## config.mk

```make
export PLATFORM = sky130hd
export DESIGN_NAME = grc_front
export DESIGN_NICKNAME = d
export VERILOG_FILES = /design/src/hdl/grc_pkg.sv /design/src/hdl/grc_front.sv
export SDC_FILE = /design/constraint.sdc
export NUM_CORES = 1
export LEC_CHECK = 0
export ABC_AREA = 1
export BUFFER_PORTS_ARGS = -buffer_cell sky130_fd_sc_hd__buf_2
export CELL_PAD_IN_SITES_DETAIL_PLACEMENT = 1
export CELL_PAD_IN_SITES_GLOBAL_PLACEMENT = 1
export CORE_ASPECT_RATIO = 2
export CORE_MARGIN = 1
export CORE_UTILIZATION = 37
export DETAILED_ROUTE_END_ITERATION = 8
export GPL_ROUTABILITY_DRIVEN = 0
export GPL_TIMING_DRIVEN = 0
export MAX_ROUTING_LAYER = met4
export PLACE_DENSITY_LB_ADDON = 0.1
export SLEW_MARGIN = 20
export SYNTH_ARGS = -nofsm -noshare
export SYNTH_HDL_FRONTEND = slang
export SYNTH_SLANG_ARGS = --single-unit
export TNS_END_PERCENT = 100
```

## constraint.sdc

```tcl
create_clock -name clk -period 1.75 [get_ports clk]
set_input_delay 0.0875 -clock clk [delete_from_list [all_inputs] [get_ports clk]]
set_output_delay 0.0875 -clock clk [all_outputs]
set_load 0.02 [all_outputs]
```

## src/hdl/grc_pkg.sv

```systemverilog
package grc_pkg;

    localparam int MAP_SIZE   = 32;
    localparam int MAP_AW     = $clog2(MAP_SIZE);
    localparam int MAP_DEPTH  = MAP_SIZE * MAP_SIZE;
    localparam int ADDR_W     = 2 * MAP_AW;
    localparam int SCREEN_W   = 800;
    localparam int SCREEN_H   = 800;
    localparam int FRAC_BITS  = 16;
    localparam int CELL_BITS  = 3;
    localparam int COL_W      = 10;
    localparam int POS_W      = 21;
    localparam int VEC_W      = 18;
    localparam int RAY_W      = 21;
    localparam int DIV_W      = 40;
    localparam int DIV_CW     = $clog2(DIV_W);
    localparam int DELTA_W    = 38;
    localparam int SD_W       = 46;
    localparam int MAPI_W     = 8;
    localparam int NUM_W      = 26;
    localparam int WALK_MAX   = 2 * MAP_SIZE;
    localparam int WALK_CW    = $clog2(WALK_MAX + 1);
    localparam int LINE_W     = 11;
    localparam int LINE_MAX   = 2 * SCREEN_H;

    localparam logic [2:0] REG_CAM_X   = 3'd0;
    localparam logic [2:0] REG_CAM_Y   = 3'd1;
    localparam logic [2:0] REG_DIR_X   = 3'd2;
    localparam logic [2:0] REG_DIR_Y   = 3'd3;
    localparam logic [2:0] REG_PLANE_X = 3'd4;
    localparam logic [2:0] REG_PLANE_Y = 3'd5;

    typedef enum logic {
        OP_WRITE,
        OP_CAST
    } op_t;

    typedef struct packed {
        op_t                   op;
        logic [MAP_AW-1:0]     row;
        logic [MAP_AW-1:0]     col;
        logic [CELL_BITS-1:0]  value;
        logic [COL_W-1:0]      column;
    } q_item_t;

    typedef struct packed {
        logic [POS_W-1:0]  pos_x;
        logic [POS_W-1:0]  pos_y;
        logic [VEC_W-1:0]  dir_x;
        logic [VEC_W-1:0]  dir_y;
        logic [VEC_W-1:0]  plane_x;
        logic [VEC_W-1:0]  plane_y;
    } cfg_t;

    typedef struct packed {
        logic hold;
    } back_status_t;

    typedef enum logic [4:0] {
        ST_CLEAR,
        ST_IDLE,
        ST_CAM_GO,
        ST_RAY_MUL,
        ST_RAY_SUM,
        ST_DLX_GO,
        ST_DLX_WAIT,
        ST_DLY_GO,
        ST_DLY_WAIT,
        ST_SIDE_MUL,
        ST_WALK_INIT,
        ST_WALK_STEP,
        ST_WALK_CHECK,
        ST_PERP_GO,
        ST_PERP_WAIT,
        ST_LINE_GO,
        ST_LINE_WAIT,
        ST_SPAN,
        ST_DONE
    } state_t;

endpackage

```

## src/hdl/grc_front.sv

```systemverilog
module grc_front
    import grc_pkg::*;
(
    input  logic                 clk,
    input  logic                 rst_n,
    input  logic                 item_valid,
    output logic                 item_ready,
    input  logic                 action,
    input  logic [MAP_AW-1:0]    cell_row,
    input  logic [MAP_AW-1:0]    cell_col,
    input  logic [CELL_BITS-1:0] cell_value,
    input  logic [COL_W-1:0]     column,
    input  back_status_t         status,
    output logic                 q_valid,
    output q_item_t              q_item,
    input  logic                 q_pop
);

    q_item_t     slot_reg [2];
    logic        wr_ptr_reg, wr_ptr_next;
    logic        rd_ptr_reg, rd_ptr_next;
    logic [1:0]  count_reg, count_next;
    logic        push;
    q_item_t     item;

    always_comb
    begin
        item.op     = action ? OP_CAST : OP_WRITE;
        item.row    = cell_row;
        item.col    = cell_col;
        item.value  = cell_value;
        item.column = column;
    end

    assign item_ready = (count_reg != 2'd2) && !status.hold;
    assign push       = item_valid && item_ready;
    assign q_valid    = (count_reg != 2'd0);
    assign q_item     = slot_reg[rd_ptr_reg];

    always_comb
    begin
        wr_ptr_next = wr_ptr_reg ^ push;
        rd_ptr_next = rd_ptr_reg ^ q_pop;
        count_next  = count_reg + {1'b0, push} - {1'b0, q_pop};
    end

    always_ff @(posedge clk or negedge rst_n)
    begin
        if (!rst_n)
        begin
            wr_ptr_reg <= 1'b0;
            rd_ptr_reg <= 1'b0;
            count_reg  <= 2'd0;
        end
        else
        begin
            wr_ptr_reg <= wr_ptr_next;
            rd_ptr_reg <= rd_ptr_next;
            count_reg  <= count_next;
        end
    end

    always_ff @(posedge clk)
    begin
        if (push)
        begin
            slot_reg[wr_ptr_reg] <= item;
        end
    end

endmodule

```

After elaboration in Yosys (flattened, before gate mapping)
Memory sizes are Yosys's and may differ from the RTL's. Cells that the tools add are included.

Bits of input ports: 29. Bits in read-only memories: 0. Register bits after elaboration: 4. Latch bits: 0. Memories kept: 1. RAM bits: 48. Logic and storage cells: 16.

Reduce and logical (&&, ||, !) cells: 4. Order comparisons: 0. Multipliers: 0. Bitwise gates (word level): 2. Divide/modulo/power cells: 0. Multiplexer cells: 3. Equality and inequality tests: 1. Shift operators: 0. Add/subtract/negate cells: 2.

Memories: slot_reg (words 2, bits a word 24, read ports 1, clocked after Yosys merged registers in 0, write ports 1, RTL line grc_front.sv:19) `q_item_t slot_reg [2];`.

Operator list (number): $mux W1 (3); $add A2 B1 Y2 (1); $logic_and A1 B1 Y1 (2); $ne A2 B2 Y1 const B (1); $reduce_bool A2 Y1 (1); $sub A2 B1 Y2 (1); $xor A1 B1 Y1 (2); $logic_not A1 Y1 (1).

Depth between registers and ports, before layout
Gate-level depths: netlist (run 1).

Depth in word-level cells: 5. Depth in mapped cells: 10.

Worst setup path after synthesis (run 1)
OpenSTA, ideal clock, no wires.

Kind: flip-flop to flip-flop. Start point: reg count_reg[1]. End point: mem slot_reg[1][0] in the netlist's numbering, enable pin. Path slack: 6 ps. Setup time: 383 ps. Cell stages (with the launch flop): 5. Arrival: 1361 ps. Data required time: 1367 ps. Cells stage by stage: dfrtp_1 -> inv_1 -> nor2_1 -> nor3_1 -> ha_1.

Word-level cells in the longest chain between the ends: 5.

Ends and longest elaborated chain: start: declaration (RTL line grc_front.sv:22) `logic [1:0] count_reg, count_next;`; start signal: assignment (RTL line grc_front.sv:59) `count_reg <= count_next;`; $ne A2 B2 Y1 (RTL line grc_front.sv:35) `assign item_ready = (count_reg != 2'd2) && !status.hold;`; $logic_and A1 B1 Y1 (RTL line grc_front.sv:35); $logic_and A1 B1 Y1 (RTL line grc_front.sv:36) `assign push = item_valid && item_ready;`; $mux W1 (RTL line grc_front.sv:65) `if (push)`; $mux W1 (not written as such) (RTL line grc_front.sv:67) `slot_reg[wr_ptr_reg] <= item;`; end: declaration (RTL line grc_front.sv:19).

No other way between the ends.

Worst setup path after layout (run 1)
Start point: reg count_reg[1]. End point: mem slot_reg[0][4] in the netlist's numbering, enable pin.

The elaborated chain is that of the path after synthesis.

==> results.json, run 1 <==
{
  "diodes": 0,
  "synth.distinct_cells": 15,
  "core_um2": 5370,
  "finClkSkew_ps": 2.73,
  "status": "completed",
  "ys_ff_latch": 52,
  "via_count": 1375,
  "maxSlewViolCount": 0,
  "grt_pass1_wl_um": 6670,
  "avgViaCountPerCell": 4.60,
  "cp-start-kind": "flop",
  "synthAdderAreaFrac_pct": 2.44,
  "finalNetCount": 272,
  "fmax_mhz": 609,
  "synth.most_common_cell": "edfxtp_1",
  "grt.busiest_layer": "met2",
  "nFillCells": 586,
  "power_mw": 3.77,
  "ios": 55,
  "grtUsageTotal_pct": 17.1,
  "worstPathCellList": "inv_1 -> nor2_1 -> nor3_2 -> ha_4",
  "async_reset_ff_share_pct": 7.69,
  "antenna_found_initial": 0,
  "yosys-top-cells-count": "edfxtp_1 (48), inv_1 (31), nand2_1 (30), o21ai_0 (14), o21ai_2 (10)",
  "first_iter_violations": 29,
  "wl_per_cell_um": 14.6,
  "maxSlewHeadroom_pct": 74.7,
  "reg2reg_from": "count_reg[1]$_DFF_PN0_",
  "timing.final.crit_share_pct": 93.9,
  "synth_mux_area_share_pct": 0,
  "dpl.hpwl_um": 3010,
  "synth_top_family_by_area": "compound AO/OA/AOI/OAI gates",
  "placed_cells": 266,
  "synthSimpleGateAreaFrac_pct": 6.66,
  "hold_violations": 0,
  "globalRouteMet2Util_pct": 32.5,
  "synth_fp_nets": 185,
  "cts_tree": "built",
  "power.density_nw_per_um2": 1370,
  "synthFlopType": "edfxtp_1",
  "postSynthAreaPerCell_um2": 13.5,
  "setup_viol": 0,
  "insertion_delay_ps": 300,
  "die_y_um": 107,
  "start_util_pct": 38.1,
  "dr.pass1.iters": 4,
  "rrSetupSlack_ps": 110,
  "cts_sinks": 52,
  "dieArea_um2": 5850,
  "netlist_instances": 152,
  "yosysTopAreaCell": "edfxtp_1",
  "largest_reg_flops": 48,
  "wl_um": 4360,
  "synth_compound_area_share_pct": 7.70,
  "cp_data_arrival_time_ps": 1610,
  "drv_cap": 0,
  "ir_drop_uv": 841,
  "gr-total-overflow": 0,
  "final_layout_size_suffix_gt1_share_pct": 33.1,
  "hold_path_class": "in2async",
  "finalCriticalPeriod_ps": 1640,
  "syn_area_um2": 2050,
  "io_buffer_count": 54,
  "numCtsBuffers": 5,
  "synth_xor_area_share_pct": 0.428,
  "clkTransAtPathRegs_ps": 80,
  "crit_slowest_cell": "ha_4",
  "cts_max_path_buffers": 2,
  "slowest_delay_ps": 430,
  "reg2reg_depth": 4,
  "final_cell_count_no_fill": 299,
  "r2r_end": "slot_reg[0][4]$_DFFE_PP_",
  "tightestPinTransition_ps": 378,
  "grt_max_degree": 25,
  "cts-root-buf": "clkbuf_8",
  "ant_nets": 0,
  "path_class": "reg2reg",
  "rsz0062_at_grt": "no",
  "htree_levels": 2,
  "area_delta_synth_final_pct": 34.8,
  "yosys.area.top_type_share_pct": 70.4,
  "drc": 0,
  "rows": 38,
  "grt_pass1_vias": 1483,
  "die-width_um": 54.6,
  "leakage_nw": 1.20,
  "worstPathRequired_ps": 1720,
  "seq_area_frac_synth_pct": 75.3,
  "crit_path_max_fanout": 24,
  "synth-edff-count": 48,
  "yosys_warnings": 0,
  "synth.area.top_cells": "edfxtp_1 (70%), inv_1 (5.7%), nand2_1 (5.5%)",
  "critPathCaptureType": "flop",
  "global_route.usage.met3_pct": 3.83,
  "met1_usage_pct": 13.8
}
## worst max path at each step
| stage | endpoint | from | cells past startpoint |
|---|---|---|---|
| 3_3_place_gp | slot_reg[1][22]$_DFFE_PP_ | count_reg[1]$_DFF_PN0_ | 4 |
| 3_5_place_dp | slot_reg[0][23]$_DFFE_PP_ | count_reg[1]$_DFF_PN0_ | 4 |
| 4_1_cts | slot_reg[1][8]$_DFFE_PP_ | count_reg[1]$_DFF_PN0_ | 4 |
| 2_1_floorplan | slot_reg[1][0]$_DFFE_PP_ | count_reg[1]$_DFF_PN0_ | 4 |
| 5_1_grt | slot_reg[1][8]$_DFFE_PP_ | count_reg[1]$_DFF_PN0_ | 4 |
| 6_report | slot_reg[0][4]$_DFFE_PP_ | count_reg[1]$_DFF_PN0_ | 4 |
## layout make-up
| type | count | area [µm²] | share of cell area, % |
|---|---|---|---|
| Timing Repair Buffer | 80 | 531 | 19.2 |
| Multi-Input combinational cell | 64 | 383 | 13.9 |
| Inverter | 31 | 116 | 4.22 |
| Sequential cell | 52 | 1540 | 55.8 |
| Buffer | 5 | 36.3 | 1.31 |
| Clock inverter | 1 | 5.00 | 0.181 |
| Tap cell | 60 | 75.1 | 2.72 |
| Clock buffer | 6 | 72.6 | 2.63 |
## layer usage
layer	wire length, µm	vias up
met5	0	-
met4	87	0
met3	123	6
met2	2650	33
met1	1500	661
li1	-	675
## metrics by stage
step                      TNS (ps)  utilization (%)  cell area, µm²  setup WS (ps)  hold slack, ps
after floorplan                  0                -            2050           5.99            -208
after global placement      -19860             44.5            2390           -416           -98.0
after detailed placement     -7900             44.6            2400           -168           -95.6
after CTS                        0             51.4            2760            102             107
after global routing             0             51.4            2760           48.4             114
final                            0             51.4            2760            107             125
## where the power goes
group          switching, mW  total, mW  internal [mW]
Sequential            0.0735       1.64           1.56
Clock                  0.359      0.631          0.273
Combinational          0.984       1.50          0.519
Total                   1.42       3.77           2.35
## critical path, delay by kind of cell (launching register included)
kind	cells	cell delay (ps)
fa+ha+maj	1	430
simple gates	2	370
buf+inv	1	90
flops	1	400
## logic make-up after synthesis
group                    after synthesis
AO/OA/AOI/OAI                         24
XOR/XNOR                               1
adder cells (fa/ha/maj)                4
buffers and inverters                 36
flip-flops                            52
AND/OR/NAND/NOR                       35
## what timing repair did
action                                  CTS  global route
buffers inserted                          0             0
hold buffers                             26             0
resized for setup                         3             0
hold endpoints to repair                 53             0
endpoints found under the setup margin   48             0
## cells in the final DEF, fill, tap and decap left out, drive strengths merged
cell type / count
nor3: 1
dlygate4sd3: 26
o21ai: 24
inv: 31
buf: 59
xor2: 1
edfxtp: 48
nand3: 1
nor2: 2
ha: 4
dfrtp: 4
clkbuf: 6
clkinv: 1
nand2: 30
or2: 1
No activity file was read; power rests on OpenSTA's default activity.
==> run 2: changes to the inputs <==
GPL_ROUTABILITY_DRIVEN = default   (was 0)
GPL_TIMING_DRIVEN = default   (was 0)
==> run 2 against run 1 <==
Against the previous run: worst setup slack improved by 49 ps; fmax rose by 3.1%; sequential share of layout area rose by 0.20 points; combinational power fell by 9%; hold slack got worse by 0.56 ps; first-iteration DRC count fell by 31%; largest cell class unchanged.
==> results.json, run 2 (same netlist as run 1, synthesis figures left out) <==
{
  "status": "completed",
  "diodes": 0,
  "place_congestion": 0.638,
  "area_delta_synth_final_pct": 34.5,
  "die_y_um": 107,
  "io_buffer_count": 54,
  "die-width_um": 54.6,
  "dpl.hpwl_um": 2760,
  "rows": 38,
  "gr-total-overflow": 0,
  "core_um2": 5370,
  "first_iter_violations": 20,
  "grt_pass1_vias": 1458,
  "seq_area_um2": 1540,
  "start_util_pct": 38.1,
  "wl_um": 3750,
  "avgViaCountPerCell": 4.44,
  "cts-root-buf": "clkbuf_8",
  "cp_num_cells": 4,
  "via_count": 1333,
  "final_layout_size_suffix_gt1_share_pct": 32.5,
  "grtUsageTotal_pct": 15.2,
  "crit_slowest_cell": "dfrtp_2",
  "finClkSkew_ps": 2.57,
  "cp_data_arrival_time_ps": 1510,
  "pwr-share-seq_pct": 46.1,
  "wl_met1_um": 1350,
  "dr_wl_met2_um": 2230,
  "cp_top_family": "flip-flops",
  "layout_commonest_cell": "buf_2",
  "cts_tree": "built",
  "reg2reg_depth": 5,
  "hold_violations": 0,
  "fin_util_pct": 51.2,
  "top_layer": "met4",
  "cp-start-kind": "flop",
  "critPathCaptureType": "primary output",
  "maxSlewViolCount": 0,
  "ant_nets": 0,
  "worstPathCellList": "buf_4 -> nand2_1 -> o21ai_0 -> buf_2",
  "setup_viol": 0,
  "clkPwrFrac_pct": 16.8,
  "fin_hold_ws_ps": 124,
  "rrSetupSlack_ps": 260,
  "insertion_delay_ps": 280,
  "antenna_found_initial": 0,
  "dr.pass1.iters": 4,
  "numCtsBuffers": 5,
  "crit_path_max_fanout": 23,
  "tightestPinTransition_ps": 373,
  "finalCriticalPeriod_ps": 1590,
  "p_sw_mw": 1.34,
  "worstPathRequired_ps": 1660,
  "drv_cap": 0,
  "cts_sinks": 52,
  "timing.final.crit_share_pct": 91.1,
  "multiInputGateArea_um2": 353,
  "setup_tns_ps": 0,
  "wl_per_cell_um": 12.5,
  "dieArea_um2": 5850,
  "cts_max_path_buffers": 2,
  "clkTransAtPathRegs_ps": 80,
  "slowest_delay_ps": 610,
  "maxSlewHeadroom_pct": 75.1,
  "largest_reg_flops": 48,
  "grt_pass1_wl_um": 6200,
  "ir_drop_uv": 875,
  "hold_path_class": "in2async",
  "met3_length_um": 126,
  "critPathBufInv": 2,
  "path_class": "reg2out",
  "p_sw_share_pct": 36.4,
  "grt_max_degree": 25,
  "ios": 55,
  "leakage_nw": 1.21,
  "htree_levels": 2,
  "internal-power_mw": 2.33,
  "nFillCells": 604,
  "fmax_mhz": 627,
  "layout_common_cells": "buf_2 (54), edfxtp_1 (48), inv_1 (31)",
  "pwr-share-comb_pct": 37.1,
  "rsz0062_at_grt": "no",
  "power.density_nw_per_um2": 1330,
  "drc": 0,
  "finalNetCount": 273
}
## run 2: area by class of cell
cell class / instances / share of cell area (%)
Timing Repair Buffer: 86 / 21.4
Inverter: 31 / 4.23
Multi-Input combinational cell: 64 / 12.8
Clock buffer: 6 / 2.64
Sequential cell: 52 / 56.0
Tap cell: 60 / 2.73
Clock inverter: 1 / 0.182
## run 2: stage by stage
stage | power, mW | std cells | area [µm²] | setup slack, ps
finish | 3.66 | 300 | 2750 | 156
global route | 3.93 | 300 | 2750 | 12.2
CTS | 3.73 | 299 | 2740 | 128
detailed placement | 3.06 | 267 | 2410 | 245
global placement | 3.02 | 267 | 2410 | 264
floorplan | 2.60 | 152 | 2050 | 5.99
## run 2: path summary, 6_finish.rpt
check | from | end
max in group asynchronous | rst_n | rd_ptr_reg$_DFF_PN0_
min in group clk | status | wr_ptr_reg$_DFF_PN0_
worst max register to register | count_reg[1]$_DFF_PN0_ | slot_reg[1][20]$_DFFE_PP_
worst min-delay path | rst_n | rd_ptr_reg$_DFF_PN0_
worst min register to register | count_reg[0]$_DFF_PN0_ | count_reg[0]$_DFF_PN0_
worst max-delay path | rd_ptr_reg$_DFF_PN0_ | q_item[10]
## run 2: metal layers
metal | track usage, % | vias to the layer above
met5 | - | -
met4 | 5.49 | 0
met3 | 2.41 | 5
met2 | 28.6 | 31
met1 | 14.1 | 620
li1 | - | 677
## run 2: power by group through the flow
stage	Combinational, mW	Sequential [mW]	Clock, mW
after detailed placement	1.34	1.72	0
after floorplan	0.962	1.64	0
after global placement	1.31	1.71	0
after CTS	1.39	1.69	0.646
final	1.36	1.69	0.616
after global routing	1.52	1.72	0.691
## run 2: worst register-to-register path, stage by stage (launching register included)
cell     delay (ps)
dfrtp_1         390
inv_1            70
nor2_1           50
nor3_1          200
ha_1            230
buf_4           240
## run 2: timing repair
action,in CTS,in global routing
hold endpoints to repair,51,2
setup buffers,0,0
gates resized for setup,0,0
hold buffers,25,1
